**src/rtl/scba_pkg.sv**
```systemverilog
// Shared types, constants and helpers of the size class block allocator.
`default_nettype none
package scba_pkg;

  localparam int POOLS       = 4;
  localparam int BLOCKS      = 256;
  localparam int PW          = $clog2(POOLS);
  localparam int IW          = $clog2(BLOCKS);
  localparam int CW          = IW + 1;
  localparam int SW          = 16;
  localparam int QDEPTH      = 2;

  // Register indexes
  localparam logic [2:0] REG_SIZE_0  = 3'd0;
  localparam logic [2:0] REG_SIZE_1  = 3'd1;
  localparam logic [2:0] REG_SIZE_2  = 3'd2;
  localparam logic [2:0] REG_SIZE_3  = 3'd3;
  localparam logic [2:0] REG_COUNT_0 = 3'd4;
  localparam logic [2:0] REG_COUNT_1 = 3'd5;
  localparam logic [2:0] REG_COUNT_2 = 3'd6;
  localparam logic [2:0] REG_COUNT_3 = 3'd7;

  // Operation and status codes
  localparam logic OP_ALLOC = 1'b0;
  localparam logic OP_FREE  = 1'b1;

  localparam logic [1:0] ST_OK      = 2'd0;
  localparam logic [1:0] ST_NO_FIT  = 2'd1;
  localparam logic [1:0] ST_DOUBLE  = 2'd2;
  localparam logic [1:0] ST_BAD     = 2'd3;

  typedef enum logic [1:0] {
    BK_IDLE,
    BK_EXEC,
    BK_CLEAR
  } bk_state_t;

  // Classified request passed from front to back
  typedef struct packed {
    logic              op;
    logic [PW-1:0]     pool;
    logic [IW-1:0]     idx;
    logic [POOLS-1:0]  fits;
    logic              bad;
  } req_t;

  // Block count write, reinitializes one pool
  typedef struct packed {
    logic          en;
    logic [PW-1:0] pool;
    logic [CW-1:0] eff;
  } cnt_wr_t;

  // Block count limited to the pool depth
  function automatic logic [CW-1:0] eff_count(input logic [8:0] c);
    logic [CW-1:0] r;
    if ({1'b0, c} > 10'(BLOCKS)) r = CW'(BLOCKS);
    else r = CW'(c);
    return r;
  endfunction

endpackage
`default_nettype wire

```
**src/rtl/scba_front.sv**
```systemverilog
// Request intake: classifies each word and buffers it in a short queue.
`default_nettype none
module scba_front import scba_pkg::*; (
  input  wire logic                clk,
  input  wire logic                rst,
  input  wire logic                in_valid,
  output logic                     in_stall,
  input  wire logic                operation,
  input  wire logic [SW-1:0]       request_size,
  input  wire logic [PW-1:0]       pool_id,
  input  wire logic [IW-1:0]       block_index,
  input  wire logic [SW-1:0]       pool_size [POOLS],
  input  wire logic [8:0]          block_count [POOLS],
  input  wire logic                hold,
  output logic                     q_valid,
  output req_t                     q_head,
  input  wire logic                q_pop
);

  req_t       q_mem [QDEPTH];
  logic       wr_ptr;
  logic       rd_ptr;
  logic [1:0] fill;
  logic       push;
  req_t       cls;

  // Classify: size fit per pool and handle check for frees
  always_comb begin
    cls.op   = operation;
    cls.pool = pool_id;
    cls.idx  = block_index;
    for (int p = 0; p < POOLS; p++) begin
      cls.fits[p] = (request_size <= pool_size[p]);
    end
    cls.bad = ({1'b0, block_index} >= eff_count(block_count[pool_id]));
  end

  assign in_stall = (fill == 2'(QDEPTH)) || hold;
  assign push     = in_valid && !in_stall;
  assign q_valid  = (fill != 2'd0);
  assign q_head   = q_mem[rd_ptr];

  // Store classified word
  always_ff @(posedge clk) begin
    if (push) q_mem[wr_ptr] <= cls;
  end

  // Advance pointers
  always_ff @(posedge clk) begin
    if (rst) begin
      wr_ptr <= 1'b0;
      rd_ptr <= 1'b0;
      fill   <= 2'd0;
    end else begin
      if (push) wr_ptr <= !wr_ptr;
      if (q_pop) rd_ptr <= !rd_ptr;
      fill <= fill + 2'(push) - 2'(q_pop);
    end
  end

endmodule
`default_nettype wire

```
**config.mk**
```make
export PLATFORM = sky130hd
export DESIGN_NAME = scba_front
export DESIGN_NICKNAME = d
export VERILOG_FILES = /design/src/rtl/scba_pkg.sv /design/src/rtl/scba_front.sv
export SDC_FILE = /design/constraint.sdc
export NUM_CORES = 1
export LEC_CHECK = 0
export BUFFER_PORTS_ARGS = -buffer_cell sky130_fd_sc_hd__buf_2
export CORE_ASPECT_RATIO = 1.4
export CORE_MARGIN = 1.5
export CORE_UTILIZATION = 49
export CTS_CLUSTER_SIZE = 24
export DETAILED_ROUTE_END_ITERATION = 7
export GPL_TIMING_DRIVEN = 0
export PLACE_DENSITY = 0.81
export SLEW_MARGIN = 25
export SYNTH_ARGS = -nofsm -noshare
export SYNTH_HDL_FRONTEND = slang
export SYNTH_SLANG_ARGS = --single-unit
```
**constraint.sdc**
```tcl
create_clock -name clk -period 3.72 [get_ports clk]
set_clock_uncertainty 0.15 [all_clocks]
set_input_delay 1.116 -clock clk [delete_from_list [all_inputs] [get_ports clk]]
set_output_delay 1.116 -clock clk [all_outputs]
set_load 0.005 [all_outputs]
```
# Word-level counts from Yosys, hierarchy flattened
# Memories as Yosys holds them, arrays and structs flattened. A register that Yosys moved wholly into a read port is not among the register bits.
# Cells that the tools add are included.
[word_totals] register_bits=4 mem_count=1 elab_cells=29 mem_bits_ro=0 inputBits=132 out_inout_bits=18 latchBits=0 ram_bits=32
[op_classes] bitwise_logic=1 n_mux=8 n_div=0 shifts=0 addsub=2 eq_ne=1 mul=0 reduce_logical=6 magnitude_cmp=7
[memory_table] memory="q_mem" words=2 width=16 rd=1 rd_clocked_by_memory_dff=1 wr=1 line_no="scba_front.sv:20" source="req_t q_mem [QDEPTH];"
[ops] operator="$le A16 B16 Y1" count=4
[ops] operator="$mux W9" count=3
[ops] operator="$bmux W9 S2" count=1
[ops] operator="$ge A8 B9 Y1" count=1
[ops] operator="$gt A9 B9 Y1 const B" count=1
[ops] operator="$mux W1" count=4
[ops] operator="$ge A3 B3 Y1 const B" count=1
[ops] operator="$logic_not A1 Y1" count=3
[ops] operator="$not A2 Y3" count=1
[ops] operator="$add A2 B1 Y2" count=1
[ops] operator="$eq A2 B2 Y1 const B" count=1
[ops] operator="$reduce_bool A2 Y1" count=1
[ops] operator="$sub A2 B1 Y2" count=1
[ops] operator="$logic_and A1 B1 Y1" count=1
[ops] operator="$logic_or A1 B1 Y1" count=1

# Longest topological paths before layout
[depth] ltp_word=7 ltp_mapped=9

# Worst setup path before layout
# Ideal clock, no wire load.
[synth_path] path_type="input-to-reg" start="input pool_id[0]" end="memory q_mem[0][0] (netlist bit) (data pin)" slack_ns=0.458 required_time_ns=3.301 n_path_buf=1 arrival_time_ns=2.843 path_stages=9 path_cell_list="buf_6 > mux4_2 > nand2b_1 > ha_1 > nor2b_1 > o21a_1 > o21ai_0 > a21o_1 > a31oi_2"
[synth_lines] element="start: declaration" line_no="scba_front.sv:10" source="input wire logic [PW-1:0] pool_id,"
[synth_lines] element="end: declaration" line_no="scba_front.sv:20"

==> results.py <==
metrics = {
    "sta": {
        "min_period_ps": 3362,
        "fin_tns_setup_ps": 0,
        "finalCritPeriodShare": 0.9037,
        "drv_slew": 0,
        "relSlewSlack": 0.4537,
        "final_hold_viol_count": 0,
        "worst_pin_slew_ps": 818.6,
        "finalSetupViolations": 0,
        "clock.fmax_mhz": 297.5,
        "rsz0062_at_grt": "no",
        "hold_ws_ps": 380.6,
    },
    "worst_hold_path": {
        "hold_path_depth": 2,
        "holdPathEnd": "rd_ptr",
        "hold_class": "reg -> reg",
        "min_from": "rd_ptr",
    },
    "grt": {
        "grt_usage": 0.2231,
        "antenna_found_initial": 0,
        "grt_pass1_vias": 3077,
        "grt_max_degree": 17,
        "grt_overflow_total": 0,
        "grt_pass1_wl_mm": 13.08,
    },
    "clocking": {
        "ctsRootBufferMaster": "clkbuf_8",
        "cts.hold.buffers_added": 0,
        "cts_setup_buffers": 0,
        "clock_sinks": 37,
        "clock_latency_ps": 280,
        "htreeDepth": 2,
        "path_clk_slew_ps": 80,
        "cts_buffers": 5,
        "clockBufferDepth": 2,
        "ctsResizeCount": 0,
        "cts_tree": "yes",
    },
    "yosys": {
        "ys_ff_latch": 37,
        "seq_area_frac_synth": 0.3099,
        "synth_ff_type": "edfxtp_1",
        "syn-cell-area_um2": 3423,
        "synthCells": 334,
        "synth_cell_types": 33,
        "avgSynthCellArea_um2": 10.25,
        "synth_nets": 540,
        "async_reset_ff_frac": 0,
        "synth-edff-count": 32,
        "yosys_warnings": 0,
    },
    "worst_setup_path": {
        "crit_type": "in -> reg",
        "crit_path_start_kind": "input pin",
        "crit_fanout": 9,
        "ff2ff_path_depth": 4,
        "cp_slowest_cell": "mux4_2",
        "path_cells": "buf_2 -> clkbuf_1 -> mux4_2 -> nand2b_1 -> ha_1 -> nor2b_1 -> o21a_1 -> o21ai_0 -> a21o_1 -> a31oi_2",
        "end_kind": "flop",
        "crit_arrival_ps": 3230,
        "reg2reg_from": "fill[0]",
        "rr_endpoint": "q_mem[0][6]",
        "max_stage_delay_ps": 470,
        "r2r_setup_slack_ps": 1810,
        "required_ps": 3590,
    },
    "power_and_ir_drop": {
        "p_leak_uw": 0.002289,
        "ir_worst_vdd_uv": 179.1,
        "power_density_nw_per_um2": 267.4,
    },
    "floorplan": {
        "fp-row-count": 35,
        "start_util": 0.5143,
        "ios": 150,
        "dieWidth_um": 73.64,
        "die-area_um2": 7504,
        "die_h_um": 101.9,
        "coreArea_um2": 6656,
    },
    "finish": {
        "final_nets": 696,
        "fill_cells": 532,
        "antenna_cells": 0,
        "multi_input_area_um2": 2092,
        "area_growth_pct": 27.85,
        "layout-drive-gt1-share": 0.3666,
        "seqCellArea_um2": 1061,
    },
    "flow_run": {
        "drv_cap": 0,
    },
    "drt": {
        "dr.pass1.iters": 4,
        "wl_per_cell_um": 14.61,
        "drt-total-wl_mm": 8.518,
        "vias_per_cell": 5.331,
        "drtIter0Drc": 95,
        "route.detailed.drc": 0,
        "routed-via-count": 3108,
        "antenna_left": 0,
    },
    "run_status": {
        "status": "finished, final reports clean",
    },
    "placement": {
        "port_buffers": 149,
        "gp_congestion": 0.8548,
        "hpwl_mm": 7.527,
    },
}
[where the power goes]
part           internal [uW]  switching (uW)  total [uW]
Sequential               486            10.4         497
Clock                    133             140         273
Combinational            203             197         401
Total                    822             348        1170
[synth_stat cells (all sizes together), types with 5 or more instances]
cell / n / area, um^2
nand3: 8 / 40.04
nor2: 12 / 45.04
nand2: 13 / 48.80
a21oi: 27 / 135.1
mux2: 16 / 180.2
mux4: 9 / 232.7
a21o: 6 / 45.04
inv: 66 / 247.7
ha: 74 / 925.9
edfxtp: 32 / 960.9
nand2b: 7 / 43.79
nor2b: 6 / 37.54
nand4: 15 / 93.84
o21ai: 6 / 30.03
dfxtp: 5 / 100.1
[stage by stage]
step | cell area (um^2) | power, uW | util | instances | worst slack, ps
global route | 4377 | 1248 | 0.6575 | 583 | 230.3
floorplan | 3423 | 738.7 | - | 334 | 458.0
CTS | 4377 | 1179 | 0.6575 | 583 | 365.1
global placement | 4284 | 885.1 | 0.6436 | 575 | 119.8
finish | 4377 | 1170 | 0.6575 | 583 | 358.3
detailed placement | 4287 | 907.1 | 0.6440 | 575 | 64.40
[worst max path at each step]
| stage | start | end | cells after the start |
|---|---|---|---|
| after floorplan | pool_id[0] | q_mem[0][0] | 9 |
| after global placement | pool_id[1] | q_mem[0][0] | 10 |
| after detailed placement | pool_id[1] | q_mem[1][0] | 10 |
| after CTS | pool_id[1] | q_mem[1][0] | 10 |
| after global routing | pool_id[1] | q_mem[1][0] | 10 |
| final | pool_id[1] | q_mem[1][0] | 10 |
[layout by cell type, fill, tap and decap left out]
cell type / count
or4_1: 3
a221o_1: 4
and3_1: 1
nor2_2: 1
nor4_1: 1
nor2_1: 11
xor2_1: 2
o21ai_0: 6
a21o_1: 6
nor2b_1: 6
buf_2: 151
o2111ai_1: 1
nand2_1: 13
clkbuf_8: 5
clkinv_2: 1
nand4_1: 15
ha_1: 74
a31oi_2: 1
clkinvlp_4: 1
nand2b_1: 7
mux4_2: 1
mux4_1: 8
o211ai_1: 4
xnor2_1: 2
a2111oi_0: 3
nand3_1: 8
inv_6: 1
dfxtp_1: 5
edfxtp_1: 32
mux2_2: 16
a21oi_1: 27
or2_2: 1
o31ai_1: 3
buf_6: 1
o21a_1: 1
inv_1: 66
a211oi_1: 1
clkbuf_1: 1
[registers in the layout, indices dropped and copies added (netlist names), named ones only]
signal,flops
wr_ptr,1
fill,2
q_mem,32
rd_ptr,1
[kinds of logic (layout without fill, tap and decap cells)]
| family | after synthesis | in the layout | synth area share |
|---|---|---|---|
| buf+inv | 70 | 227 | 0.07968 |
| compound gates | 57 | 57 | 0.1067 |
| simple gates | 67 | 67 | 0.1023 |
| mux | 25 | 25 | 0.1206 |
| xor+xnor | 4 | 4 | 0.01024 |
| flops | 37 | 37 | 0.3099 |
| fa+ha+maj | 74 | 74 | 0.2705 |
[critical path, delay by kind of cell]
kind            cells  cell delay [ps]
fa+ha+maj           1              280
simple gates        2              330
buf+inv             2              480
compound gates      4              570
mux                 1              470
[routing by layer]
layer / up-vias / part of all wire / track usage
met3: 20 / 0.048 / 0.03649
met2: 116 / 0.55 / 0.4345
met1: 1437 / 0.38 / 0.2312
met5: - / 0 / 0
met4: 0 / 0.026 / 0.08547
li1: 1535 / - / -
[final cells by class]
class	instances	share of cell area
multi-input combinational	227	0.4780
clock buffer	5	0.01572
sequential	37	0.2424
clock inverter	3	0.004860
inverter	66	0.05660
tap	92	0.02630
timing repair buffer	149	0.1704
buffer	4	0.005718
(Power assumes the default switching activity.)
